**config.mk**
```make
export PLATFORM = sky130hd
export DESIGN_NAME = point_height_colormap
export DESIGN_NICKNAME = d
export VERILOG_FILES = /design/src/rtl/core/phc_pkg.sv /design/src/rtl/core/point_height_colormap.sv /design/src/rtl/core/phc_queue.sv /design/src/rtl/core/phc_front.sv /design/src/rtl/core/phc_back.sv
export SDC_FILE = /design/constraint.sdc
export NUM_CORES = 1
export LEC_CHECK = 0
export BUFFER_PORTS_ARGS = -buffer_cell sky130_fd_sc_hd__buf_4
export CELL_PAD_IN_SITES_DETAIL_PLACEMENT = 0
export CELL_PAD_IN_SITES_GLOBAL_PLACEMENT = 1
export CORE_MARGIN = 3
export CORE_UTILIZATION = 54
export DETAILED_ROUTE_END_ITERATION = 6
export GPL_ROUTABILITY_DRIVEN = 0
export PLACE_DENSITY = 0.85
export SYNTH_ARGS = -nofsm -noshare
export SYNTH_HDL_FRONTEND = slang
export SYNTH_HIERARCHICAL = 1
export SYNTH_SLANG_ARGS = --single-unit
```
**constraint.sdc**
```tcl
create_clock -name clk -period 14.03 [get_ports clk]
set_input_delay 2.806 -clock clk [delete_from_list [all_inputs] [get_ports clk]]
set_output_delay 2.806 -clock clk [all_outputs]
set_load 0.05 [all_outputs]
```
**src/rtl/core/phc_pkg.sv**
```systemverilog
// phc_pkg: shared types and constants for the point height colormap
// used by the front, queue, back and top level modules; no dependencies
`timescale 1ns / 1ps

package phc_pkg;

  localparam logic [1:0] ACT_CLEAR   = 2'd0;
  localparam logic [1:0] ACT_MEASURE = 2'd1;
  localparam logic [1:0] ACT_COLOR   = 2'd2;

  localparam int PHC_QUEUE_DEPTH = 2;

  localparam int Z_W    = 32;
  localparam int DIFF_W = Z_W + 1;
  localparam int LVL_W  = 8;
  localparam int REM_W  = 42;
  localparam int DIV_STEPS = LVL_W;

  localparam logic [LVL_W-1:0] LEVEL_MAX  = 8'd255;
  localparam logic [LVL_W-1:0] RAMP_SPLIT = 8'd128;

  // one color item waiting for the back end
  typedef struct packed {
    logic signed [DIFF_W-1:0] diff;   // z - lowest
    logic [Z_W-1:0]           range;  // highest - lowest
  } color_job_t;

endpackage

```
**src/rtl/core/point_height_colormap.sv**
```systemverilog
// point_height_colormap: top level, colors lidar points by height
// depends on phc_pkg, phc_front, phc_queue, phc_back
`timescale 1ns / 1ps

// Clear and measure items are handled in the front end and return
// nothing. A color item returns one rgb item; the back end writes it
// directly for z at or below the minimum, at or above the maximum, or for
// an empty range, and otherwise loads the shared restoring divider, forms
// its 8 quotient bits and writes the result out. It takes a new color item
// only when idle and its output is empty or popped. The height range seen
// by a color item is the one in place when it is accepted; up to
// QUEUE_DEPTH color items wait between the two ends, and while that queue
// is full, full holds back every item, clear and measure included.

module point_height_colormap
  import phc_pkg::*;
#(
  parameter int QUEUE_DEPTH = PHC_QUEUE_DEPTH
) (
  input  logic                  clk,
  input  logic                  rst_n,
  input  logic                  push,
  output logic                  full,
  input  logic [1:0]            in_action,
  input  logic signed [Z_W-1:0] in_z_value,
  output logic                  empty,
  input  logic                  pop,
  output logic [LVL_W-1:0]      out_red,
  output logic [LVL_W-1:0]      out_green,
  output logic [LVL_W-1:0]      out_blue
);

  logic       job_wr, job_rd, job_full, job_empty;
  color_job_t job_in, job_out;

  phc_front u_front (
    .clk       (clk),
    .rst_n     (rst_n),
    .push      (push),
    .full      (full),
    .in_action (in_action),
    .in_z_value(in_z_value),
    .job_wr    (job_wr),
    .job_data  (job_in),
    .job_full  (job_full)
  );

  phc_queue #(
    .QUEUE_DEPTH(QUEUE_DEPTH)
  ) u_queue (
    .clk    (clk),
    .rst_n  (rst_n),
    .wr_en  (job_wr),
    .wr_data(job_in),
    .rd_en  (job_rd),
    .rd_data(job_out),
    .q_full (job_full),
    .q_empty(job_empty)
  );

  phc_back u_back (
    .clk      (clk),
    .rst_n    (rst_n),
    .job_empty(job_empty),
    .job_data (job_out),
    .job_rd   (job_rd),
    .empty    (empty),
    .pop      (pop),
    .out_red  (out_red),
    .out_green(out_green),
    .out_blue (out_blue)
  );

endmodule

```
**src/rtl/core/phc_queue.sv**
```systemverilog
// phc_queue: short queue of color jobs between front and back
// depends on phc_pkg
`timescale 1ns / 1ps

module phc_queue
  import phc_pkg::*;
#(
  parameter int QUEUE_DEPTH = PHC_QUEUE_DEPTH
) (
  input  logic       clk,
  input  logic       rst_n,
  input  logic       wr_en,
  input  color_job_t wr_data,
  input  logic       rd_en,
  output color_job_t rd_data,
  output logic       q_full,
  output logic       q_empty
);

  localparam int PTR_W = $clog2(QUEUE_DEPTH);
  localparam int CNT_W = $clog2(QUEUE_DEPTH + 1);
  localparam logic [PTR_W-1:0] PTR_LAST = PTR_W'(QUEUE_DEPTH - 1);
  localparam logic [CNT_W-1:0] CNT_FULL = CNT_W'(QUEUE_DEPTH);

  color_job_t       slot_r [QUEUE_DEPTH];
  logic [PTR_W-1:0] wr_ptr_r, wr_ptr_nxt;
  logic [PTR_W-1:0] rd_ptr_r, rd_ptr_nxt;
  logic [CNT_W-1:0] cnt_r, cnt_nxt;
  logic             do_wr, do_rd;

  assign q_full  = (cnt_r == CNT_FULL);
  assign q_empty = (cnt_r == '0);
  assign do_wr   = wr_en && !q_full;
  assign do_rd   = rd_en && !q_empty;
  assign rd_data = slot_r[rd_ptr_r];

  always_comb begin
    wr_ptr_nxt = wr_ptr_r;
    rd_ptr_nxt = rd_ptr_r;
    cnt_nxt    = cnt_r;
    if (do_wr) begin
      wr_ptr_nxt = (wr_ptr_r == PTR_LAST) ? '0 : wr_ptr_r + 1'b1;
    end
    if (do_rd) begin
      rd_ptr_nxt = (rd_ptr_r == PTR_LAST) ? '0 : rd_ptr_r + 1'b1;
    end
    if (do_wr && !do_rd) begin
      cnt_nxt = cnt_r + 1'b1;
    end else if (do_rd && !do_wr) begin
      cnt_nxt = cnt_r - 1'b1;
    end
  end

  always_ff @(posedge clk) begin
    if (!rst_n) begin
      wr_ptr_r <= '0;
      rd_ptr_r <= '0;
      cnt_r    <= '0;
    end else begin
      wr_ptr_r <= wr_ptr_nxt;
      rd_ptr_r <= rd_ptr_nxt;
      cnt_r    <= cnt_nxt;
    end
  end

  always_ff @(posedge clk) begin
    if (do_wr) begin
      slot_r[wr_ptr_r] <= wr_data;
    end
  end

endmodule

```
**src/rtl/core/phc_front.sv**
```systemverilog
// phc_front: accepts items, tracks the running height range, issues color jobs
// depends on phc_pkg
`timescale 1ns / 1ps

module phc_front
  import phc_pkg::*;
(
  input  logic                  clk,
  input  logic                  rst_n,
  input  logic                  push,
  output logic                  full,
  input  logic [1:0]            in_action,
  input  logic signed [Z_W-1:0] in_z_value,
  output logic                  job_wr,
  output color_job_t            job_data,
  input  logic                  job_full
);

  logic signed [Z_W-1:0] lowest_r, lowest_nxt;
  logic signed [Z_W-1:0] highest_r, highest_nxt;
  logic                  started_r, started_nxt;
  logic                  accept;
  logic [DIFF_W-1:0]     range_wide;

  assign full   = job_full;
  assign accept = push && !job_full;
  assign job_wr = accept && (in_action == ACT_COLOR);

  assign job_data.diff = DIFF_W'(in_z_value) - DIFF_W'(lowest_r);
  assign range_wide    = DIFF_W'(highest_r) - DIFF_W'(lowest_r);
  assign job_data.range = range_wide[Z_W-1:0];

  always_comb begin
    lowest_nxt  = lowest_r;
    highest_nxt = highest_r;
    started_nxt = started_r;
    if (accept) begin
      case (in_action)
        ACT_CLEAR: begin
          lowest_nxt  = '0;
          highest_nxt = '0;
          started_nxt = 1'b0;
        end
        ACT_MEASURE: begin
          started_nxt = 1'b1;
          if (!started_r) begin
            lowest_nxt  = in_z_value;
            highest_nxt = in_z_value;
          end else begin
            if (in_z_value < lowest_r) begin
              lowest_nxt = in_z_value;
            end
            if (in_z_value > highest_r) begin
              highest_nxt = in_z_value;
            end
          end
        end
        default: begin
        end
      endcase
    end
  end

  always_ff @(posedge clk) begin
    if (!rst_n) begin
      lowest_r  <= '0;
      highest_r <= '0;
      started_r <= 1'b0;
    end else begin
      lowest_r  <= lowest_nxt;
      highest_r <= highest_nxt;
      started_r <= started_nxt;
    end
  end

endmodule

```
**src/rtl/core/phc_back.sv**
```systemverilog
// phc_back: turns color jobs into a level, with a bit-serial divider where needed, then rgb
// depends on phc_pkg
`timescale 1ns / 1ps

module phc_back
  import phc_pkg::*;
(
  input  logic             clk,
  input  logic             rst_n,
  input  logic             job_empty,
  input  color_job_t       job_data,
  output logic             job_rd,
  output logic             empty,
  input  logic             pop,
  output logic [LVL_W-1:0] out_red,
  output logic [LVL_W-1:0] out_green,
  output logic [LVL_W-1:0] out_blue
);

  localparam logic [1:0] S_IDLE = 2'd0;
  localparam logic [1:0] S_DIV  = 2'd1;
  localparam logic [1:0] S_DONE = 2'd2;

  localparam int CNT_W = $clog2(DIV_STEPS);
  localparam logic [CNT_W-1:0] CNT_LAST = CNT_W'(DIV_STEPS - 1);
  localparam logic [DIFF_W-1:0] ROUND_HALF = DIFF_W'(32768);

  logic [1:0]       state_r, state_nxt;
  logic [REM_W-1:0] rem_r, rem_nxt;
  logic [REM_W-1:0] dv_r, dv_nxt;
  logic [LVL_W-1:0] quo_r, quo_nxt;
  logic [CNT_W-1:0] cnt_r, cnt_nxt;
  logic             out_valid_r, out_valid_nxt;
  logic [LVL_W-1:0] red_r, green_r, blue_r;

  logic             out_free, load_out;
  logic [LVL_W-1:0] load_lvl;
  logic             diff_pos, ge;
  logic [Z_W-1:0]   diff_mag;
  logic [DIFF_W-1:0] round_sum;
  logic [REM_W-1:0] numer;
  logic [LVL_W-1:0] ramp_red, ramp_green, ramp_blue;
  logic [LVL_W-1:0] lvl_x2;

  assign out_free  = !out_valid_r || pop;
  assign empty     = !out_valid_r;
  assign out_red   = red_r;
  assign out_green = green_r;
  assign out_blue  = blue_r;

  assign diff_pos  = !job_data.diff[DIFF_W-1] && (job_data.diff != '0);
  assign diff_mag  = job_data.diff[Z_W-1:0];
  assign round_sum = {1'b0, diff_mag} + ROUND_HALF;
  // 510 * d + r, numerator of the rounded quotient over 2r
  assign numer = (REM_W'(diff_mag) << 9) - (REM_W'(diff_mag) << 1) + REM_W'(job_data.range);
  assign ge    = (rem_r >= dv_r);

  always_comb begin
    state_nxt = state_r;
    rem_nxt   = rem_r;
    dv_nxt    = dv_r;
    quo_nxt   = quo_r;
    cnt_nxt   = cnt_r;
    job_rd    = 1'b0;
    load_out  = 1'b0;
    load_lvl  = '0;
    case (state_r)
      S_IDLE: begin
        if (!job_empty && out_free) begin
          job_rd = 1'b1;
          if (!diff_pos) begin
            load_out = 1'b1;
            load_lvl = '0;
          end else if (job_data.range == '0) begin
            load_out = 1'b1;
            load_lvl = (round_sum[DIFF_W-1:16] > 17'(LEVEL_MAX)) ? LEVEL_MAX
                                                                 : round_sum[23:16];
          end else if (diff_mag >= job_data.range) begin
            load_out = 1'b1;
            load_lvl = LEVEL_MAX;
          end else begin
            rem_nxt   = numer;
            dv_nxt    = REM_W'({job_data.range, 1'b0}) << (DIV_STEPS - 1);
            quo_nxt   = '0;
            cnt_nxt   = '0;
            state_nxt = S_DIV;
          end
        end
      end
      S_DIV: begin
        rem_nxt = ge ? (rem_r - dv_r) : rem_r;
        quo_nxt = {quo_r[LVL_W-2:0], ge};
        dv_nxt  = dv_r >> 1;
        cnt_nxt = cnt_r + 1'b1;
        if (cnt_r == CNT_LAST) begin
          state_nxt = S_DONE;
        end
      end
      S_DONE: begin
        if (out_free) begin
          load_out  = 1'b1;
          load_lvl  = quo_r;
          state_nxt = S_IDLE;
        end
      end
      default: begin
        state_nxt = S_IDLE;
      end
    endcase
  end

  // blue-green-red ramp
  always_comb begin
    lvl_x2 = {load_lvl[LVL_W-2:0], 1'b0};
    if (load_lvl < RAMP_SPLIT) begin
      ramp_red   = '0;
      ramp_green = lvl_x2;
      ramp_blue  = LEVEL_MAX - lvl_x2;
    end else begin
      ramp_red   = lvl_x2;
      ramp_green = LEVEL_MAX - lvl_x2;
      ramp_blue  = '0;
    end
  end

  assign out_valid_nxt = load_out ? 1'b1 : (pop ? 1'b0 : out_valid_r);

  always_ff @(posedge clk) begin
    if (!rst_n) begin
      state_r     <= S_IDLE;
      cnt_r       <= '0;
      out_valid_r <= 1'b0;
    end else begin
      state_r     <= state_nxt;
      cnt_r       <= cnt_nxt;
      out_valid_r <= out_valid_nxt;
    end
  end

  always_ff @(posedge clk) begin
    rem_r <= rem_nxt;
    dv_r  <= dv_nxt;
    quo_r <= quo_nxt;
    if (load_out) begin
      red_r   <= ramp_red;
      green_r <= ramp_green;
      blue_r  <= ramp_blue;
    end
  end

endmodule
```
==> qor.csv <==
metric,value,unit
p_sw_frac,0.369,
design_area,0.0250,sq mm
via_per_inst,5.78,
ff_latch_area,0.00882,sq mm
die_x,212,um
cts_hold_buf,0,
p_comb_frac,0.416,
skew,0.0230,ns
rsz0062_at_grt,false,
post-cts-setup-buffer-count,0,
io_pins,64,
relSlewSlack,0.274,
antenna_found_initial,0,
critPathCaptureType,flip-flop,
post_drt_wl_per_cell,18.3,um
fin_hold_ws,0.457,ns
post-route-period-util,0.382,
p_total,3.72,mW
area_growth,9.13,%
final_nets,2717,
min_period,5.36,ns
hold_violations,0,
drtIter0Drc,1125,
critical_path.max_fanout,65,
critPathRequiredTime,14.29,ns
fill_cells,3528,
track_usage,0.242,
drv_slew,0,
route.detailed.drc,0,
powerDensity,149,mW/mm^2
cts_buffers,36,
clock_latency,0.55,ns
clock_tree.buffer_depth,3,
clk_pin_slew,0.06,ns
clock-sinks,319,
io_buffers,62,
irDropWorstVdd,0.105,mV
min_from,u_front/lowest_r[16],
grt_pass1_vias,17000,
synth_warnings,6,
synth_nets,2674,
path_class,reg2reg,
grt_max_degree,81,
hold_class,reg2reg,
htree_levels,2,
ctsRootBufferMaster,clkbuf_16,
reg2reg_to,u_back/rem_r[40],
dp.final_hpwl,41300,um
via_count,17200,
fmax,0.187,GHz
drtAntennaViolNets,0,
first_pass_iters,5,
worst_pin_slew,1.09,ns
multiInputGateArea,0.0128,sq mm
cts_tree,built,
power_leakage,10.1,nW
ys_ff_latch,319,
final_common_cell,inv_1,
async_flop_share,0,
switchingPower,1.37,mW
mostFrequentLayoutCells,"inv_1 (260), nand2_1 (258), edfxtp_1 (243), ha_1 (231), a21oi_1 (167)",
r2r_cells,16,
syn_avg_cell_area,9.63,sq um
setup_violations,0,
dieArea,0.0449,sq mm
finalSetupTns,0,ns
cap_violations,0,
drt-total-wl,54500,um
drive_gt1_frac,0.0981,
synth.distinct_cells,91,
fp-row-count,74,
die_h,212,um
cts_resized,0,
holdPathEnd,u_front/lowest_r[16],
yosys_most_used_dff,edfxtp_1,
yosysSeqAreaShare,0.385,
core,0.0414,sq mm
dpl_cell_area,0.0238,sq mm
critPathArrivalTime,5.62,ns
holdPathStages,2,
reg2reg_slack,8.67,ns
grt_pass1_wl,87400,um
diodes,0,
startpoint_type,flip-flop,
internal_power,2.35,mW
initial_core_util,0.553,
synth_edf_count,243,
power_frac_clock,0.253,
grt_overflow_total,0,
seqPwrFrac,0.331,
syn_inst,2378,
syn_area,0.0229,sq mm
status,finished clean,
## layout make-up
class / instances / share of cell area
clock inverters: 17 / 0.00831
repair buffers: 73 / 0.0219
clock buffers: 47 / 0.0385
multi-input cells: 1729 / 0.512
flip-flops and latches: 319 / 0.353
well taps: 532 / 0.0266
inverters: 262 / 0.0393
## metrics by stage
stage | worst slack (ns) | util | instances
CTS | 8.72 | 0.604 | 2979
detailed placement | 8.22 | 0.576 | 2915
global placement | 8.30 | 0.576 | 2915
finish | 8.67 | 0.604 | 2979
floorplan | 7.59 | - | 2378
global route | 8.43 | 0.604 | 2979
## sequential cells by signal, indices dropped and copies added, names as in the netlist, 3 cells and up, named ones only
register           cells
u_back/rem_r          42
u_back/out_green       8
u_queue/slot_r       130
u_back/cnt_r           3
u_front/highest_r     32
u_front/lowest_r      32
u_back/out_red         7
u_back/quo_r           8
u_back/dv_r           40
u_back/out_blue        8
## synth_stat cells, drive strengths merged (10+ instances only)
library cell	count	area share
a211oi	20	0.0072
a21boi	10	0.0034
a21o	58	0.019
a21oi	168	0.037
a221oi	13	0.0055
a31oi	16	0.0057
and2	21	0.0058
and3	16	0.0044
buf	22	0.0065
clkbuf	46	0.0075
dfxtp	76	0.066
edfxtp	243	0.32
fa	27	0.024
ha	231	0.13
inv	262	0.043
mux2	66	0.032
mux2i	71	0.031
nand2	258	0.042
nand2b	27	0.0074
nand3	39	0.0085
nand4	38	0.010
nor2	119	0.020
nor2b	25	0.0068
nor3	27	0.0061
nor4	17	0.0046
o211ai	16	0.0057
o21a	24	0.0079
o21ai	154	0.034
o21bai	20	0.0066
o31ai	11	0.0048
xnor2	82	0.031
xor2	64	0.024
## cell families (layout without fill, tap and decap cells)
logic type	Yosys count	after routing	synth area share
multiplexers	137	137	0.0635
XOR/XNOR	146	146	0.0558
AND/OR/NAND/NOR	622	622	0.128
buffers and inverters	330	399	0.0570
AO/OA/AOI/OAI	565	565	0.161
flip-flops	319	319	0.385
other	1	1	0.000164
adder cells (fa/ha/maj)	258	258	0.150
## power groups by stage
| stage | Clock (mW) | Combinational [mW] | Sequential, mW |
|---|---|---|---|
| global route | 1.00 | 1.72 | 1.24 |
| finish | 0.941 | 1.55 | 1.23 |
| global placement | 0 | 1.50 | 1.25 |
| detailed placement | 0 | 1.52 | 1.25 |
| floorplan | 0 | 1.14 | 1.27 |
| CTS | 0.963 | 1.54 | 1.23 |
## worst max-delay path by stage
| stage | startpoint | endpoint | slack, ns | cells after the start |
|---|---|---|---|---|
| after floorplan | flip-flop | u_back/rem_r[0] | 7.59 | 15 |
| after global placement | in_z_value[1] | u_front/lowest_r[0] | 8.30 | 12 |
| after detailed placement | in_z_value[1] | u_front/lowest_r[10] | 8.22 | 12 |
| after CTS | flip-flop | u_back/rem_r[40] | 8.72 | 16 |
| after global routing | flip-flop | u_back/rem_r[40] | 8.43 | 16 |
| final | flip-flop | u_back/rem_r[40] | 8.67 | 16 |
## worst max-delay path, cell delays in order, from the launching register on
cell	delay (ns)
dfxtp_2	0.31
buf_4	0.62
mux2_2	0.39
inv_1	0.11
fa_1	0.50
inv_1	0.04
ha_1	0.35
a21oi_1	0.19
o21ai_0	0.23
a221oi_2	0.40
o21ai_2	0.13
o31ai_4	0.28
o21ai_2	0.13
a311oi_2	0.38
nor4bb_1	0.11
a2111oi_0	0.73
a21oi_1	0.08
## metal layers
layer | track usage | vias to the layer above | routed length (um)
met5 | 0 | - | 0
li1 | - | 8561 | -
met1 | 0.345 | 8133 | 25600
met2 | 0.386 | 429 | 24800
met4 | 0.0859 | 0 | 1580
met3 | 0.0271 | 81 | 2500
(Power assumes the default switching activity.)
